<file path="config.mk">
export PLATFORM = sky130hd
export DESIGN_NAME = tlv_response_pkcs1_unpad_parser_unit
export DESIGN_NICKNAME = d
export VERILOG_FILES = /design/src/design/tlvpp_pkg.sv /design/src/design/tlv_response_pkcs1_unpad_parser_unit.sv
export SDC_FILE = /design/constraint.sdc
export NUM_CORES = 1
export LEC_CHECK = 0
export BUFFER_PORTS_ARGS = -buffer_cell sky130_fd_sc_hd__buf_2
export CAP_MARGIN = 20
export CORE_MARGIN = 10
export CORE_UTILIZATION = 57
export DETAILED_ROUTE_END_ITERATION = 16
export PLACE_DENSITY = 0.95
export SETUP_SLACK_MARGIN = 0.5
export SYNTH_ARGS = -nofsm -noshare
export SYNTH_HDL_FRONTEND = slang
export SYNTH_SLANG_ARGS = --single-unit
</file>
<file path="constraint.sdc">
create_clock -name clk -period 4.5 [get_ports clk]
set_input_delay 0.9 -clock clk [delete_from_list [all_inputs] [get_ports clk]]
set_output_delay 0.9 -clock clk [all_outputs]
set_load 0.03 [all_outputs]
</file>
<file path="src/design/tlvpp_pkg.sv">
// Shared types and constants for the TLV response unpad parser.
package tlvpp_pkg;

  // Parse position within one response.
  typedef enum logic [3:0] {
    PH_OUTER_TAG = 4'd0,
    PH_OUTER_LEN = 4'd1,
    PH_OUTER_EXT = 4'd2,
    PH_INNER_TAG = 4'd3,
    PH_INNER_LEN = 4'd4,
    PH_INNER_EXT = 4'd5,
    PH_HDR0      = 4'd6,
    PH_HDR1      = 4'd7,
    PH_PAD       = 4'd8,
    PH_PAYLOAD   = 4'd9,
    PH_ERROR     = 4'd10
  } phase_t;

  // End status reported on the beat marked last.
  typedef enum logic [2:0] {
    ST_OK        = 3'd0,
    ST_BAD_OUTER = 3'd1,
    ST_BAD_INNER = 3'd2,
    ST_BAD_HDR   = 3'd3,
    ST_NO_SEP    = 3'd4,
    ST_TRUNC     = 3'd5
  } status_t;

  localparam logic [7:0] OUTER_TAG    = 8'h7c;
  localparam logic [7:0] INNER_TAG    = 8'h82;
  localparam logic [7:0] LEN_LONG1    = 8'h81;
  localparam logic [7:0] LEN_LONG2    = 8'h82;
  localparam logic [7:0] PAD_TYPE2    = 8'h02;

  localparam int unsigned OUT_DATA_W  = 16;

endpackage

</file>
<file path="src/design/tlv_response_pkcs1_unpad_parser_unit.sv">
// Top level of the TLV response parser with PKCS#1 v1.5 type-2 unpadding.
//
// Input channel s_axis_*: one response byte per beat, tlast on the final byte.
// The parser checks outer tag 0x7c and its BER length, inner tag 0x82 and its
// BER length, the 00 02 padding header, then skips nonzero padding up to the
// first zero byte. Each later byte leaves on m_axis_* with tuser high. The beat
// for the input byte marked last carries tlast and the end status in tdata;
// other header and padding bytes produce no output beat. After an error the
// rest of the response is dropped and its code is reported at the last byte.
//
// The output is registered: a result is in the output register the cycle after
// its byte is accepted. Throughput is one byte per cycle while the receiver
// keeps up. s_axis_tready is high while the output register is empty or being
// drained this cycle, so a stalled receiver holds the output beat and backs up
// the input after one stored beat.
// Reset (rst, synchronous) returns the parser to the outer-tag phase and
// empties the output register. After every last byte the parser restarts too.
module tlv_response_pkcs1_unpad_parser_unit (
  input  logic                                 clk,
  input  logic                                 rst,
  input  logic                                 s_axis_tvalid,
  output logic                                 s_axis_tready,
  input  logic [7:0]                           s_axis_tdata,  // [7:0] rx_byte
  input  logic                                 s_axis_tlast,  // last
  output logic                                 m_axis_tvalid,
  input  logic                                 m_axis_tready,
  // [7:0] out_byte, [10:8] end_status, [15:11] zero
  output logic [tlvpp_pkg::OUT_DATA_W-1:0]     m_axis_tdata,
  output logic                                 m_axis_tuser,  // payload_valid
  output logic                                 m_axis_tlast   // is_end
);
  import tlvpp_pkg::*;

  phase_t      phase, phase_next;
  logic [1:0]  len_left, len_left_next;
  status_t     err, err_next;

  logic        accept;
  logic        emit;
  status_t     status;

  logic [7:0]  out_byte;
  status_t     out_status;
  logic        out_valid;
  logic        out_payload;
  logic        out_end;

  assign s_axis_tready = !out_valid || m_axis_tready;
  assign accept        = s_axis_tvalid && s_axis_tready;

  // Next parse state for the byte on the input.
  always_comb begin
    phase_next    = phase;
    len_left_next = len_left;
    err_next      = err;
    emit          = 1'b0;
    case (phase)
      PH_OUTER_TAG: begin
        if (s_axis_tdata == OUTER_TAG) begin
          phase_next = PH_OUTER_LEN;
        end else begin
          phase_next = PH_ERROR;
          err_next   = ST_BAD_OUTER;
        end
      end
      PH_OUTER_LEN, PH_INNER_LEN: begin
        if (s_axis_tdata == LEN_LONG1) begin
          len_left_next = 2'd1;
          phase_next    = (phase == PH_OUTER_LEN) ? PH_OUTER_EXT : PH_INNER_EXT;
        end else if (s_axis_tdata == LEN_LONG2) begin
          len_left_next = 2'd2;
          phase_next    = (phase == PH_OUTER_LEN) ? PH_OUTER_EXT : PH_INNER_EXT;
        end else begin
          phase_next    = (phase == PH_OUTER_LEN) ? PH_INNER_TAG : PH_HDR0;
        end
      end
      PH_OUTER_EXT, PH_INNER_EXT: begin
        if (len_left > 2'd1) begin
          len_left_next = len_left - 2'd1;
        end else begin
          len_left_next = 2'd0;
          phase_next    = (phase == PH_OUTER_EXT) ? PH_INNER_TAG : PH_HDR0;
        end
      end
      PH_INNER_TAG: begin
        if (s_axis_tdata == INNER_TAG) begin
          phase_next = PH_INNER_LEN;
        end else begin
          phase_next = PH_ERROR;
          err_next   = ST_BAD_INNER;
        end
      end
      PH_HDR0: begin
        if (s_axis_tdata == 8'h00) begin
          phase_next = PH_HDR1;
        end else begin
          phase_next = PH_ERROR;
          err_next   = ST_BAD_HDR;
        end
      end
      PH_HDR1: begin
        if (s_axis_tdata == PAD_TYPE2) begin
          phase_next = PH_PAD;
        end else begin
          phase_next = PH_ERROR;
          err_next   = ST_BAD_HDR;
        end
      end
      PH_PAD: begin
        if (s_axis_tdata == 8'h00) begin
          phase_next = PH_PAYLOAD;
        end
      end
      PH_PAYLOAD: begin
        emit = 1'b1;
      end
      default: begin
        phase_next = PH_ERROR;
      end
    endcase
  end

  // End status from the phase reached after this byte.
  always_comb begin
    case (phase_next)
      PH_ERROR:   status = err_next;
      PH_PAYLOAD: status = ST_OK;
      PH_PAD:     status = ST_NO_SEP;
      default:    status = ST_TRUNC;
    endcase
  end

  always_ff @(posedge clk) begin
    if (rst) begin
      phase    <= PH_OUTER_TAG;
      len_left <= 2'd0;
      err      <= ST_OK;
    end else if (accept) begin
      if (s_axis_tlast) begin
        // restart for the next response
        phase    <= PH_OUTER_TAG;
        len_left <= 2'd0;
        err      <= ST_OK;
      end else begin
        phase    <= phase_next;
        len_left <= len_left_next;
        err      <= err_next;
      end
    end
  end

  always_ff @(posedge clk) begin
    if (rst) begin
      out_valid <= 1'b0;
    end else if (accept) begin
      out_valid <= emit || s_axis_tlast;
    end else if (m_axis_tready) begin
      out_valid <= 1'b0;
    end
  end

  always_ff @(posedge clk) begin
    if (accept) begin
      out_byte    <= emit ? s_axis_tdata : 8'h00;
      out_payload <= emit;
      out_end     <= s_axis_tlast;
      out_status  <= s_axis_tlast ? status : ST_OK;
    end
  end

  assign m_axis_tvalid = out_valid;
  assign m_axis_tdata  = {5'b00000, out_status, out_byte};
  assign m_axis_tuser  = out_payload;
  assign m_axis_tlast  = out_end;

endmodule

</file>
==> qor.txt <==
Outcome: finished clean
Slowest stage cell, crit path: nor4b_2
Multi-input logic area: 732.0 µm²
Top cells by count, synth: edfxtp_1 (13), o21ai_0 (13), nor2_1 (12)
Max Slew Vio Count: 0
WP data arrival: 2.71 ns
Hold endpoint: err[0]
Slowest cell delay on critical path: 0.51 ns
Seq/Total Area, Yosys: 42.60%
First-pass GRT wire length: 5.865 mm
Ant. Diodes: 0
Pre-CTS setup slack: 1.537 ns
Pwr/cell area: 275.4 nW/µm²
FF+latch count, synth: 23
Worst VDD drop: 0.2292 mV
Initial antenna violation count: 0
Largest net degree at the start of global routing: 18
Share of cells above drive strength 1: 20.90%
Crit path max fanout: 6
Setup repair bufs after CTS: 0
Worst-Margin Slew: 0.6024 ns
Total CTS buffers: 3
Final TNS setup: 0 ns
Leading area contributor after synthesis: edfxtp_1
Area Overhead vs Synth: 10.74%
Core Area: 2255 µm²
Fmax: 0.3808 GHz
Post-Syn Area: 1386 µm²
Headroom to the max-slew limit: 59.80%
DIE WIDTH: 69.32 µm
Final hold violations: 0
Filler instances: 202
Ys async rst share: 0%
Synth top area cells: edfxtp_1 (28%), dfxtp_1 (14%), o21ai_0 (4.7%)
Antenna Nets Post-Route: 0
Resized cells post-CTS: 0
Leak: 0.5960 nW
Worst skew pair latency: 0.32 ns
Initial DRT Pass Iterations: 4
Drt drc: 0
Main synth FF type: edfxtp_1
I/O pins: 33
Initial DRC count: 34
Hold depth: 2
Setup crit start kind: input port
CTS tree: built
Unrepaired setup endpoints after global routing: no
CP cell instances: buf_2, nor4b_2, and3_1, ha_1, a211o_1, and4_1, nand2_1, o21ai_0
Critical path class: input port to flip-flop
Clock Skew: 0.005418 ns
Clk sinks: 23
Fin crit share: 58.36%
Clock slew at reported path FFs: 0.13 ns
Remaining global-route overflow: 0
Yosys top cell area share: 28.16%
Crit path capture type: flip-flop
Final core utilization: 68.09%
Quantity of I/O buffers inserted on ports: 27
Hold buffer count at CTS: 0
Synth Warn #: 0
GRT Overall Usage: 14.16%
Tmin final: 2.626 ns
Root buf cell: clkbuf_4
Vias/cell: 6.039
Routed WL per cell: 16.77 µm
Die area: 4805 µm²
Vias in the first global route: 1282
Reg2reg path depth: 6
Synth cell types: 47
H-tree depth: 1
Initial Util: 61.49%
Clock Path Buffers: 2
Worst hold start: err[0]
Row cnt: 17
Synthesized area per cell: 9.002 µm²
RR Startpoint: phase[0]
EDFF count, synth: 13
Sequential standard cell area: 590.6 µm²
Setup violators final: 0
Die extent in y: 69.32 µm
Via count: 1238
Dpl hpwl: 2.582 mm
Crit-path leading delay family: simple AND/OR/NAND/NOR gates
Final nets: 192
R2R Path End: out_status[2]
Syn Inst Count: 154
Reg2reg setup slack: 2.11 ns
Final wirelength: 3.438 mm
WP data required: 4.58 ns
Max_cap viols: 0
Fin worst setup slack: 1.874 ns
CP bufs+invs: 1
Hold crit path type: flip-flop to flip-flop
RePlAce Congestion: 0.8913
## layout make-up
class / instances / area share (%)
clock buffer: 3 / 1.467
timing repair buffer: 27 / 8.802
sequential: 23 / 38.47
multi-input combinational: 119 / 47.68
tap: 28 / 2.282
clock inverter: 1 / 0.3260
inverter: 4 / 0.9780
## routing by layer
layer  vias to the layer above  wire length, µm  GRT usage, %
li1                        603                -             -
met2                        62             1509         21.88
met5                         -                0             0
met1                       561             1538         17.04
met3                        12              290         4.850
met4                         0              100         6.874
## cell families after synthesis
| logic type | Yosys count | share of synthesized area (%) |
|---|---|---|
| multiplexers | 1 | 0.7221 |
| adder cells (fa/ha/maj) | 1 | 0.9024 |
| buffers and inverters | 16 | 5.686 |
| flip-flops | 23 | 42.60 |
| XOR/XNOR | 3 | 1.896 |
| AND/OR/NAND/NOR | 71 | 30.05 |
| AO/OA/AOI/OAI | 38 | 17.87 |
| other | 1 | 0.2705 |
## sequential cells by signal, indices dropped and copies added (netlist names)
| signal | flops |
|---|---|
| m_axis_tuser | 1 |
| m_axis_tlast | 1 |
| out_status | 3 |
| m_axis_tvalid | 1 |
| len_left | 2 |
| phase | 4 |
| err | 3 |
| out_byte | 8 |
## cell usage in the layout (no fill, tap or decap), drive strengths merged, types with 3 or more instances in the layout
master   n
nand3b   4
nor2    12
nand2b   3
buf     27
nand2   11
a31oi    3
inv      4
nor2b    3
and3     3
dfxtp   10
nor4     3
a21oi    9
and2     8
o21ai   13
nand3    6
conb     5
nor3     5
clkbuf   3
edfxtp  13
## where the power goes
| part | internal, mW | leakage (nW) | switching [mW] |
|---|---|---|---|
| registers | 0.232 | 0.214 | 0.00775 |
| clock network | 0.0333 | 0.0177 | 0.0670 |
| logic | 0.0263 | 0.365 | 0.0570 |
## per-stage QoR
step                total power [mW]  cells  hold slack, ns  cell area, µm²
global route                  0.4438    205          0.5046            1535
floorplan                     0.3043    158          0.4318            1401
finish                        0.4228    205          0.4678            1535
global placement              0.3250    201          0.4465            1508
detailed placement            0.3262    201          0.4500            1508
CTS                           0.4220    205          0.4679            1535
## worst register-to-register path, cell delays in order, from the launching register on
cell and delay (ns):
dfxtp_1 0.66, or4b_4 0.53, ha_1 0.30, a211o_1 0.25
and4_1 0.17, nand2_1 0.12, o21ai_0 0.12
## how the worst max path moves through the flow
stage	end	slack [ns]	cells after the start	startpoint
3_3_place_gp	out_status[2]	1.59	8	s_axis_tdata[0]
6_report	out_status[2]	1.87	8	s_axis_tdata[5]
5_1_grt	out_status[2]	1.73	8	s_axis_tdata[5]
3_5_place_dp	out_status[2]	1.54	8	s_axis_tdata[5]
4_1_cts	out_status[2]	1.88	8	s_axis_tdata[5]
2_1_floorplan	out_status[2]	1.93	7	s_axis_tdata[5]
Power figures use the tool's default switching activity.
